==> src/hdl/qra_pkg.sv <==
// Package for the QoS requirement aggregator: codes, word types and the fold function.
package qra_pkg;

    localparam logic [1:0] CMD_ADD    = 2'd0;
    localparam logic [1:0] CMD_UPDATE = 2'd1;
    localparam logic [1:0] CMD_REMOVE = 2'd2;

    localparam logic [1:0] CLS_NONE     = 2'd0;
    localparam logic [1:0] CLS_CPU_LAT  = 2'd1;
    localparam logic [1:0] CLS_NET_LAT  = 2'd2;
    localparam logic [1:0] CLS_NET_TPUT = 2'd3;

    localparam logic [1:0] ST_OK       = 2'd0;
    localparam logic [1:0] ST_FULL     = 2'd1;
    localparam logic [1:0] ST_NO_MATCH = 2'd2;
    localparam logic [1:0] ST_BAD_CLS  = 2'd3;

    localparam int         CFG_IDX_W       = 2;
    localparam int         CFG_DATA_W      = 31;
    localparam logic [1:0] REG_DEF_CPU_LAT = 2'd0;
    localparam logic [1:0] REG_DEF_NET_LAT = 2'd1;
    localparam logic [1:0] REG_DEF_NET_TP  = 2'd2;

    // 2000 seconds expressed in microseconds.
    localparam logic [CFG_DATA_W-1:0] DEF_LAT_RESET = 31'd2000000000;
    localparam logic [CFG_DATA_W-1:0] DEF_TP_RESET  = 31'd0;

    typedef enum logic [1:0] {
        ST_IDLE,
        ST_SCAN,
        ST_APPLY
    } state_t;

    typedef enum logic [1:0] {
        WR_NONE,
        WR_ADD,
        WR_UPD,
        WR_REM
    } wr_op_t;

    typedef struct packed {
        logic [1:0]         cmd;
        logic [1:0]         qos_class;
        logic [7:0]         req_id;
        logic signed [31:0] req_value;
        logic               use_default;
    } in_word_t;

    typedef struct packed {
        logic [1:0]         status;
        logic signed [31:0] agg_value;
        logic               target_changed;
    } out_word_t;

    // Operation broadcast to every cell: the scan key and, for one cycle, a table write.
    typedef struct packed {
        wr_op_t             kind;
        logic [1:0]         cls;
        logic [7:0]         id;
        logic signed [31:0] val;
    } slot_op_t;

    // Token that walks the chain. ext holds the extreme over the class default and every
    // slot of the class except the newest id match seen so far, which is kept apart.
    typedef struct packed {
        logic               free_found;
        logic               match_found;
        logic signed [31:0] match_value;
        logic signed [31:0] ext;
    } scan_tok_t;

    function automatic logic signed [31:0] fold(input logic signed [31:0] a,
                                                input logic signed [31:0] b,
                                                input logic               is_max);
        logic signed [31:0] r;
        if (is_max) begin
            r = (b > a) ? b : a;
        end else begin
            r = (b < a) ? b : a;
        end
        return r;
    endfunction

endpackage

==> src/hdl/qra_cell.sv <==
// One table slot of the aggregator chain with its stage of the scan token.
module qra_cell #(
    parameter int IDX_W  = 5,
    parameter int MY_IDX = 0
) (
    input  logic                  aclk,
    input  logic                  aresetn,
    input  qra_pkg::slot_op_t     op,
    input  logic [IDX_W-1:0]      wr_idx,
    input  logic [IDX_W-1:0]      wr_gone,
    input  qra_pkg::scan_tok_t    tok_in,
    input  logic [IDX_W-1:0]      free_idx_in,
    input  logic [IDX_W-1:0]      match_idx_in,
    input  logic [IDX_W-1:0]      match_age_in,
    output qra_pkg::scan_tok_t    tok_out,
    output logic [IDX_W-1:0]      free_idx_out,
    output logic [IDX_W-1:0]      match_idx_out,
    output logic [IDX_W-1:0]      match_age_out
);
    import qra_pkg::*;

    localparam logic [IDX_W-1:0] ME = IDX_W'(MY_IDX);

    logic               valid_reg, valid_next;
    logic [1:0]         class_reg, class_next;
    logic [7:0]         id_reg, id_next;
    logic signed [31:0] value_reg, value_next;
    logic [IDX_W-1:0]   age_reg, age_next;

    scan_tok_t          tok_reg, tok_next;
    logic [IDX_W-1:0]   fidx_reg, fidx_next;
    logic [IDX_W-1:0]   midx_reg, midx_next;
    logic [IDX_W-1:0]   mage_reg, mage_next;

    logic hit, id_hit, better, is_max;

    // Scan stage.
    always_comb begin
        is_max    = (op.cls == CLS_NET_TPUT);
        hit       = valid_reg && (class_reg == op.cls);
        id_hit    = hit && (id_reg == op.id);
        better    = id_hit && (!tok_in.match_found || (age_reg < match_age_in));
        tok_next  = tok_in;
        fidx_next = free_idx_in;
        midx_next = match_idx_in;
        mage_next = match_age_in;
        if (!valid_reg && !tok_in.free_found) begin
            tok_next.free_found = 1'b1;
            fidx_next           = ME;
        end
        if (better) begin
            // The previous best match rejoins the general extreme.
            if (tok_in.match_found) begin
                tok_next.ext = fold(tok_in.ext, tok_in.match_value, is_max);
            end
            tok_next.match_found = 1'b1;
            tok_next.match_value = value_reg;
            midx_next            = ME;
            mage_next            = age_reg;
        end else if (hit) begin
            tok_next.ext = fold(tok_in.ext, value_reg, is_max);
        end
    end

    // Slot write.
    always_comb begin
        valid_next = valid_reg;
        class_next = class_reg;
        id_next    = id_reg;
        value_next = value_reg;
        age_next   = age_reg;
        case (op.kind)
            WR_ADD: begin
                if (valid_reg) begin
                    age_next = age_reg + 1'b1;
                end
                if (wr_idx == ME) begin
                    valid_next = 1'b1;
                    class_next = op.cls;
                    id_next    = op.id;
                    value_next = op.val;
                    age_next   = '0;
                end
            end
            WR_UPD: begin
                if (wr_idx == ME) begin
                    value_next = op.val;
                end
            end
            WR_REM: begin
                if (wr_idx == ME) begin
                    valid_next = 1'b0;
                end else if (valid_reg && (age_reg > wr_gone)) begin
                    age_next = age_reg - 1'b1;
                end
            end
            default: begin
            end
        endcase
    end

    always_ff @(posedge aclk) begin
        if (!aresetn) begin
            valid_reg <= 1'b0;
        end else begin
            valid_reg <= valid_next;
        end
    end

    always_ff @(posedge aclk) begin
        class_reg <= class_next;
        id_reg    <= id_next;
        value_reg <= value_next;
        age_reg   <= age_next;
        tok_reg   <= tok_next;
        fidx_reg  <= fidx_next;
        midx_reg  <= midx_next;
        mage_reg  <= mage_next;
    end

    assign tok_out       = tok_reg;
    assign free_idx_out  = fidx_reg;
    assign match_idx_out = midx_reg;
    assign match_age_out = mage_reg;

endmodule

==> config.mk <==
export PLATFORM = sky130hd
export DESIGN_NAME = qra_cell
export DESIGN_NICKNAME = d
export VERILOG_FILES = /design/src/hdl/qra_pkg.sv /design/src/hdl/qra_cell.sv
export SDC_FILE = /design/constraint.sdc
export NUM_CORES = 1
export LEC_CHECK = 0
export BUFFER_PORTS_ARGS = -buffer_cell sky130_fd_sc_hd__buf_2
export CORE_MARGIN = 2
export CORE_UTILIZATION = 25
export CTS_BUF_LIST = sky130_fd_sc_hd__clkbuf_8
export CTS_CLUSTER_SIZE = 25
export DETAILED_ROUTE_END_ITERATION = 12
export GPL_TIMING_DRIVEN = 1
export PLACE_DENSITY = 0.54
export SYNTH_ARGS = -nofsm -noshare
export SYNTH_HDL_FRONTEND = slang
export SYNTH_SLANG_ARGS = --single-unit
==> constraint.sdc <==
create_clock -name aclk -period 4.8 [get_ports aclk]
set_input_delay 1.44 -clock aclk [delete_from_list [all_inputs] [get_ports aclk]]
set_output_delay 1.44 -clock aclk [all_outputs]
set_load 0.05 [all_outputs]
==> flow_metrics.env, run 1 <==
export IMPL_placed_area_mm2=0.00949
export IMPL_synth_top_family_by_area="compound AO/OA/AOI/OAI gates"
export IMPL_rsz0062_at_grt="false"
export IMPL_synthToLayoutAreaGrowth_pct=26.3
export IMPL_power_frac_clock_pct=35.9
export IMPL_crit_slowest_cell="nor4_4"
export IMPL_leakage_nw=4.39
export IMPL_final_max_slew_viol_count=0
export IMPL_fmax_mhz=230
export IMPL_final_common_cell="buf_2"
export IMPL_routed_wl_mm=27.4
export IMPL_rows=64
export IMPL_max_slew_margin_pct=45.5
export IMPL_critPathBufInv=3
export IMPL_avgSynthCellArea_um2=8.81
export IMPL_drive_gt1_share_pct=26.2
export IMPL_syn_inst=888
export IMPL_p_int_w=0.00183
export IMPL_whs_ns=0.525
export IMPL_synthSimpleGateAreaFrac_pct=17.9
export IMPL_yosysSeqAreaShare_pct=39.0
export IMPL_setup_viol=0
export IMPL_io_buffers=217
export IMPL_final_util_pct=32.2
export IMPL_cp_start_kind="input pin"
export IMPL_clk_pin_slew_ns=0.08
export IMPL_drtIter0Drc=447
export IMPL_crit_arrival_ns=4.72
export IMPL_synth_ff_type="dfxtp_1"
export IMPL_cp_end_kind="flip-flop"
export IMPL_period_share_pct=90.7
export IMPL_track_usage_pct=16.7
export IMPL_path_cells="buf_2 -> inv_1 -> ha_1 -> nand4_2 -> nor4_4 -> a31oi_1 -> nor4_4 -> buf_4 -> nand2_1 -> a32oi_1 -> a21oi_1"
export IMPL_synthMuxAreaShare_pct=0.384
export IMPL_largest_reg_flops=66
export IMPL_fin_crit_ns=4.35
export IMPL_hpwl_mm=19.7
export IMPL_detail_route_first_pass_iterations=5
export IMPL_cts_buffer_depth=2
export IMPL_synth_adder_area_share_pct=12.3
export IMPL_drc=0
export IMPL_comb_power_share_pct=20.5
export IMPL_synth_xor_area_share_pct=1.45
export IMPL_ys_ff_latch=129
export IMPL_postCtsSetupRepairBufs=0
export IMPL_grt_pass1_wl_mm=42.5
export IMPL_start_util_pct=25.5
export IMPL_avgViaCountPerCell=4.97
export IMPL_seqPwrFrac_pct=43.6
export IMPL_ys_warn_count=0
export IMPL_die_h_um=181
export IMPL_finalNetCount=1315
export IMPL_critical_path_max_fanout=20
export IMPL_fin_setup_tns_ns=0
export IMPL_status="complete, no violations"
export IMPL_cts_root_buf="clkbuf_8"
export IMPL_antenna_found_initial=4
export IMPL_ys_types=62
export IMPL_cts_hold_buf=0
export IMPL_crit_type="input pin to flip-flop"
export IMPL_place_gp_congestion=0.821
export IMPL_numClockSinks=129
export IMPL_cp_common_cell="nor4_4"
export IMPL_cts_tree="built"
export IMPL_synth_compound_area_share_pct=23.9
export IMPL_drt_wirelength_per_cell_um=18.1
export IMPL_vdd_ir_drop_max_uv=183
export IMPL_worstPathRequired_ns=5.16
export IMPL_finalInstanceArea_mm2=0.00989
export IMPL_slowest_delay_ns=0.69
export IMPL_overflow=0
export IMPL_grt_start_max_net_pins=38
export IMPL_io_pins=218
export IMPL_worst_pin_slew_ns=0.812
export IMPL_ant_nets=0
export IMPL_synth_nets=1102
export IMPL_p_sw_w=0.000883
export IMPL_h_tree_depth=4
export IMPL_power_density_mw_per_mm2=275
export IMPL_netlist_area_mm2=0.00783
export IMPL_p_sw_share_pct=32.5
export IMPL_synth_edf_count=47
export IMPL_hold_path_class="flip-flop to flip-flop"
export IMPL_die_area_mm2=0.0327
export IMPL_cts_resized=0
export IMPL_worstSkewPairLatency_ns=0.48
export IMPL_cts_buffers_inserted=17
export IMPL_die_w_um=181
export IMPL_grt_pass1_vias=7512
export IMPL_fin_skew_ns=0.0155
export IMPL_path_delay_family="simple AND/OR/NAND/NOR gates"
export IMPL_final_cell_mix="buf_2, nand2_1, nor2_1, dfxtp_1, ha_1"
export IMPL_vias=7529
export IMPL_cap_violations=0
export IMPL_async_flop_share_pct=0
export IMPL_fillerInstances=3253
export IMPL_timing_hold_violations_final=0
export IMPL_core_mm2=0.0307
layer usage:
layer / up-vias / track usage [%] / share of wire, %
li1: 3653 / - / -
met1: 3538 / 21.3 / 44
met2: 299 / 27.5 / 47
met3: 39 / 3.67 / 6.5
met4: 0 / 6.85 / 2.3
met5: - / 0 / 0
power by group through the flow:
| stage | registers (W) | logic [W] | clock network [W] |
|---|---|---|---|
| 3_5_place_dp | 0.00121 | 0.000556 | 0 |
| 5_1_grt | 0.00119 | 0.000606 | 0.00106 |
| 3_3_place_gp | 0.00121 | 0.000549 | 0 |
| 4_1_cts | 0.00119 | 0.000558 | 0.00102 |
| 6_report | 0.00118 | 0.000556 | 0.000974 |
| 2_1_floorplan | 0.00134 | 0.000223 | 0 |
logic make-up (layout without fill, tap and decap cells):
family,Yosys count,after routing
DFF,129,129
xor gates and xnor gates,13,13
adders and majority gates,77,77
and+or+nand+nor,314,314
AOI/OAI and AO/OA,256,256
buffers and inverters,96,322
muxes,3,3
other,0,4
synth_stat cells, drive strengths merged, types with 6 or more instances:
cell	number	area, um^2
a21boi	9	67.6
a21o	65	488
a21oi	52	260
a221oi	6	52.6
a311oi	31	272
a32o	9	90.1
a32oi	25	219
and2	7	43.8
buf	19	110
clkbuf	28	105
dfxtp	82	1640
edfxtp	47	1410
ha	77	963
inv	49	184
nand2	160	601
nand2b	6	37.5
nand3	11	55.1
nand4	18	131
nor2	83	319
nor2b	9	56.3
nor3	6	35.0
nor4	6	58.8
o211ai	6	50.1
o21ai	31	163
xor2	9	78.8
stage by stage:
step / total power, W / worst slack [ns] / instances
2_1_floorplan: 0.00156 / 0.121 / 888
3_3_place_gp: 0.00176 / 0.154 / 1478
3_5_place_dp: 0.00177 / 0.0852 / 1478
4_1_cts: 0.00276 / 0.588 / 1510
5_1_grt: 0.00285 / 0.244 / 1513
6_report: 0.00271 / 0.446 / 1514
worst reg2reg max path, delay by kind of cell (launching register included):
kind / cells / cell delay, ns
flip-flops: 1 / 0.53
AND/OR/NAND/NOR: 4 / 1.55
AO/OA/AOI/OAI: 3 / 0.62
adder cells (fa/ha/maj): 1 / 0.51
buffers and inverters: 1 / 0.44
area by class of cell:
cell class	count	area, um^2	area share, %
Sequential cell	129	3050	30.9
Multi-Input combinational cell	663	4440	44.9
Timing Repair Buffer	241	1320	13.3
Tap cell	396	495	5.01
Inverter	49	184	1.86
Clock buffer	18	248	2.51
Antenna cell	4	10.0	0.101
Clock inverter	14	141	1.43
path summary, 6_finish.rpt:
kind	endpoint	cells after the start	slack (ns)	start
max	tok_out[13]	11	0.45	tok_in[31]
min	tok_out[65]	1	0.52	valid_reg
max reg2reg	tok_out[13]	9	1.05	value_reg[31]
min reg2reg	tok_out[65]	1	0.52	valid_reg
(Power assumes the default switching activity.)
==> run 2, diff against run 1 <==
--- a/config.mk
+++ b/config.mk
@@ -5,6 +5,7 @@
 export SDC_FILE = /design/constraint.sdc
 export NUM_CORES = 1
 export LEC_CHECK = 0
+export ABC_AREA = 1
 export BUFFER_PORTS_ARGS = -buffer_cell sky130_fd_sc_hd__buf_2
 export CORE_MARGIN = 2
 export CORE_UTILIZATION = 25
@@ -12,7 +13,7 @@
 export CTS_CLUSTER_SIZE = 25
 export DETAILED_ROUTE_END_ITERATION = 12
 export GPL_TIMING_DRIVEN = 1
-export PLACE_DENSITY = 0.54
+export PLACE_DENSITY = 0.53
 export SYNTH_ARGS = -nofsm -noshare
 export SYNTH_HDL_FRONTEND = slang
 export SYNTH_SLANG_ARGS = --single-unit
==> run 2 against run 1 <==
Effect of this change: count of clock-buffer cells in the layout fell by 1; sequential share of layout area decreased by 3.8 points; final cell count increased by 34%; highest routed layer is now met5; combinational power rose by 47%; total power rose by 11%; critical endpoint is now tok_out[19]; non-clock buffer count shrank 2; clock skew up 0.0040 ns.
==> flow_metrics.env, run 2 <==
export IMPL_drt_wirelength_per_cell_um=16.8
export IMPL_drc=0
export IMPL_numClockSinks=129
export IMPL_setup_viol=0
export IMPL_fin_skew_ns=0.0195
export IMPL_avgSynthCellArea_um2=6.80
export IMPL_power_density_mw_per_mm2=268
export IMPL_overflow=0
export IMPL_die_w_um=198
export IMPL_yosys_cell_count_top_type="nand2_1"
export IMPL_cts_root_buf="clkbuf_8"
export IMPL_rsz0062_at_grt="false"
export IMPL_syn_inst=1382
export IMPL_drtIter0Drc=705
export IMPL_synth_edf_count=47
export IMPL_cts_hold_buf=0
export IMPL_die_h_um=198
export IMPL_cp_start_kind="input pin"
export IMPL_timing_final_ws_setup_ns=0.896
export IMPL_fmax_mhz=256
export IMPL_leakage_nw=5.75
export IMPL_rows=70
export IMPL_final_max_slew_viol_count=0
export IMPL_io_pins=218
export IMPL_cts_buffers_inserted=17
export IMPL_netlist_area_mm2=0.00939
export IMPL_timing_hold_violations_final=0
export IMPL_start_util_pct=25.5
export IMPL_drive_gt1_share_pct=18.6
export IMPL_crit_arrival_ns=4.35
export IMPL_yosysSeqAreaShare_pct=32.5
export IMPL_cts_resized=0
export IMPL_synth_ff_type="dfxtp_1"
export IMPL_final_common_cell="nand2_1"
export IMPL_grt_start_max_net_pins=145
export IMPL_ys_types=33
export IMPL_clk_pin_slew_ns=0.08
export IMPL_antenna_found_initial=2
export IMPL_track_usage_pct=17.6
export IMPL_die_area_mm2=0.0391
export IMPL_ys_warn_count=0
export IMPL_hpwl_mm=23.5
export IMPL_synth_top_area_share_pct=17.5
export IMPL_synth_common_cells="nand2_1, nand3_1, inv_1"
export IMPL_dp_slack_ns=0.433
export IMPL_grt_pass1_wl_mm=52.9
export IMPL_period_share_pct=81.3
export IMPL_crit_type="input pin to flip-flop"
export IMPL_grt_pass1_vias=9456
export IMPL_fin_crit_ns=3.90
export IMPL_max_slew_margin_pct=41.1
export IMPL_synthTopCellsByArea="dfxtp_1, edfxtp_1, nand2_1"
export IMPL_ys_ff_latch=129
export IMPL_postCtsSetupRepairBufs=0
export IMPL_core_mm2=0.0368
export IMPL_h_tree_depth=4
export IMPL_worstSkewPairLatency_ns=0.52
export IMPL_async_flop_share_pct=0
export IMPL_final_util_pct=30.6
export IMPL_detail_route_first_pass_iterations=6
export IMPL_critical_path_max_fanout=31
export IMPL_synth_area_leader_cell="dfxtp_1"
export IMPL_status="complete, no violations"
export IMPL_synth_nets=1596
export IMPL_hold_path_class="flip-flop to flip-flop"
export IMPL_largest_reg_flops=66
export IMPL_place_gp_congestion=0.811
export IMPL_fin_setup_tns_ns=0
export IMPL_cts_buffer_depth=2
export IMPL_cap_violations=0
export IMPL_synthToLayoutAreaGrowth_pct=19.9
export IMPL_finalNetCount=1768
export IMPL_vdd_ir_drop_max_uv=189
export IMPL_routed_wl_mm=34.3
export IMPL_fillerInstances=4058
export IMPL_avgViaCountPerCell=4.88
export IMPL_cp_end_kind="flip-flop"
export IMPL_worst_pin_slew_ns=0.880
export IMPL_final_cell_mix="nand2_1, nand3_1, buf_2, inv_1, o21ai_0"
export IMPL_worstPathRequired_ns=5.25
export IMPL_cts_tree="built"
export IMPL_io_buffers=217
export IMPL_ant_nets=0
export IMPL_vias=9941
[run 2: cell count changes in the layout (fill, tap and decap cells not counted), sizes merged, moves of 21 or more]
cell | previous run | this run
nand2 | 160 | 354
a21oi | 52 | 73
o21ai | 31 | 86
nand3 | 11 | 261
a21o | 65 | 2
inv | 52 | 188
nor2 | 83 | 36
a311oi | 31 | 0
nand4 | 18 | 70
a32oi | 25 | 0
[run 2: area by class of cell]
type | instances | area (um^2) | area share, %
Multi-Input combinational cell | 985 | 5270 | 46.8
Sequential cell | 129 | 3050 | 27.1
Timing Repair Buffer | 239 | 1260 | 11.2
Inverter | 182 | 683 | 6.07
Tap cell | 468 | 586 | 5.20
Clock buffer | 17 | 234 | 2.08
Clock inverter | 15 | 173 | 1.53
Antenna cell | 1 | 2.50 | 0.0222
[run 2: cells by family (layout without fill, tap and decap cells)]
logic type / Yosys count / after routing / share of synthesized area (%)
AND/OR/NAND/NOR: 732 / 732 / 35.4
buffers and inverters: 268 / 453 / 11.9
AO/OA/AOI/OAI: 170 / 170 / 9.36
flip-flops: 129 / 129 / 32.5
adder cells (fa/ha/maj): 77 / 77 / 10.3
XOR/XNOR: 6 / 6 / 0.559
other: 0 / 1 / 0
[run 2: where the power goes]
group	total, W	internal, W	switching, W	leakage, nW
logic	0.000817	0.000250	0.000567	4.44
registers	0.00119	0.00117	0.0000135	1.11
clock network	0.00101	0.000474	0.000537	0.195
[run 2: critical path: stages]
cell and delay, ns:
buf_2 0.10, inv_1 0.12, ha_1 0.43, nand2_1 0.10
nor2_1 0.24, nand2_1 0.19, nor2_1 0.30, nand2_1 0.14
nand3_2 0.37, nand2_4 0.41, nand2_1 0.17, nand3_1 0.08
nand3_1 0.10, nand2_1 0.06, nand2_1 0.06
[run 2: metal layers]
metal	global-route usage (%)	wire length (um)	up-vias
li1	-	-	4951
met1	23.3	15800	4641
met2	28.0	15700	307
met3	4.04	2070	40
met4	5.99	679	2
met5	0	12	-
[run 2: metrics by stage]
stage               hold slack [ns]  instances  cell area [um^2]  total power [W]
floorplan                     0.519       1382              9390          0.00179
global placement              0.585       2003             10900          0.00201
detailed placement            0.577       2003             10900          0.00203
CTS                           0.599       2035             11300          0.00307
global route                  0.628       2035             11300          0.00319
finish                        0.600       2036             11300          0.00301
[run 2: final timing paths]
kind                                     from     endpoint  slack (ns)  cells after the start
worst max register to register  value_reg[31]  tok_out[19]        1.65                     13
worst min-delay path            value_reg[20]  tok_out[52]        0.60                      2
worst min register to register  value_reg[20]  tok_out[52]        0.60                      2
worst max-delay path               tok_in[31]  tok_out[19]        0.90                     15
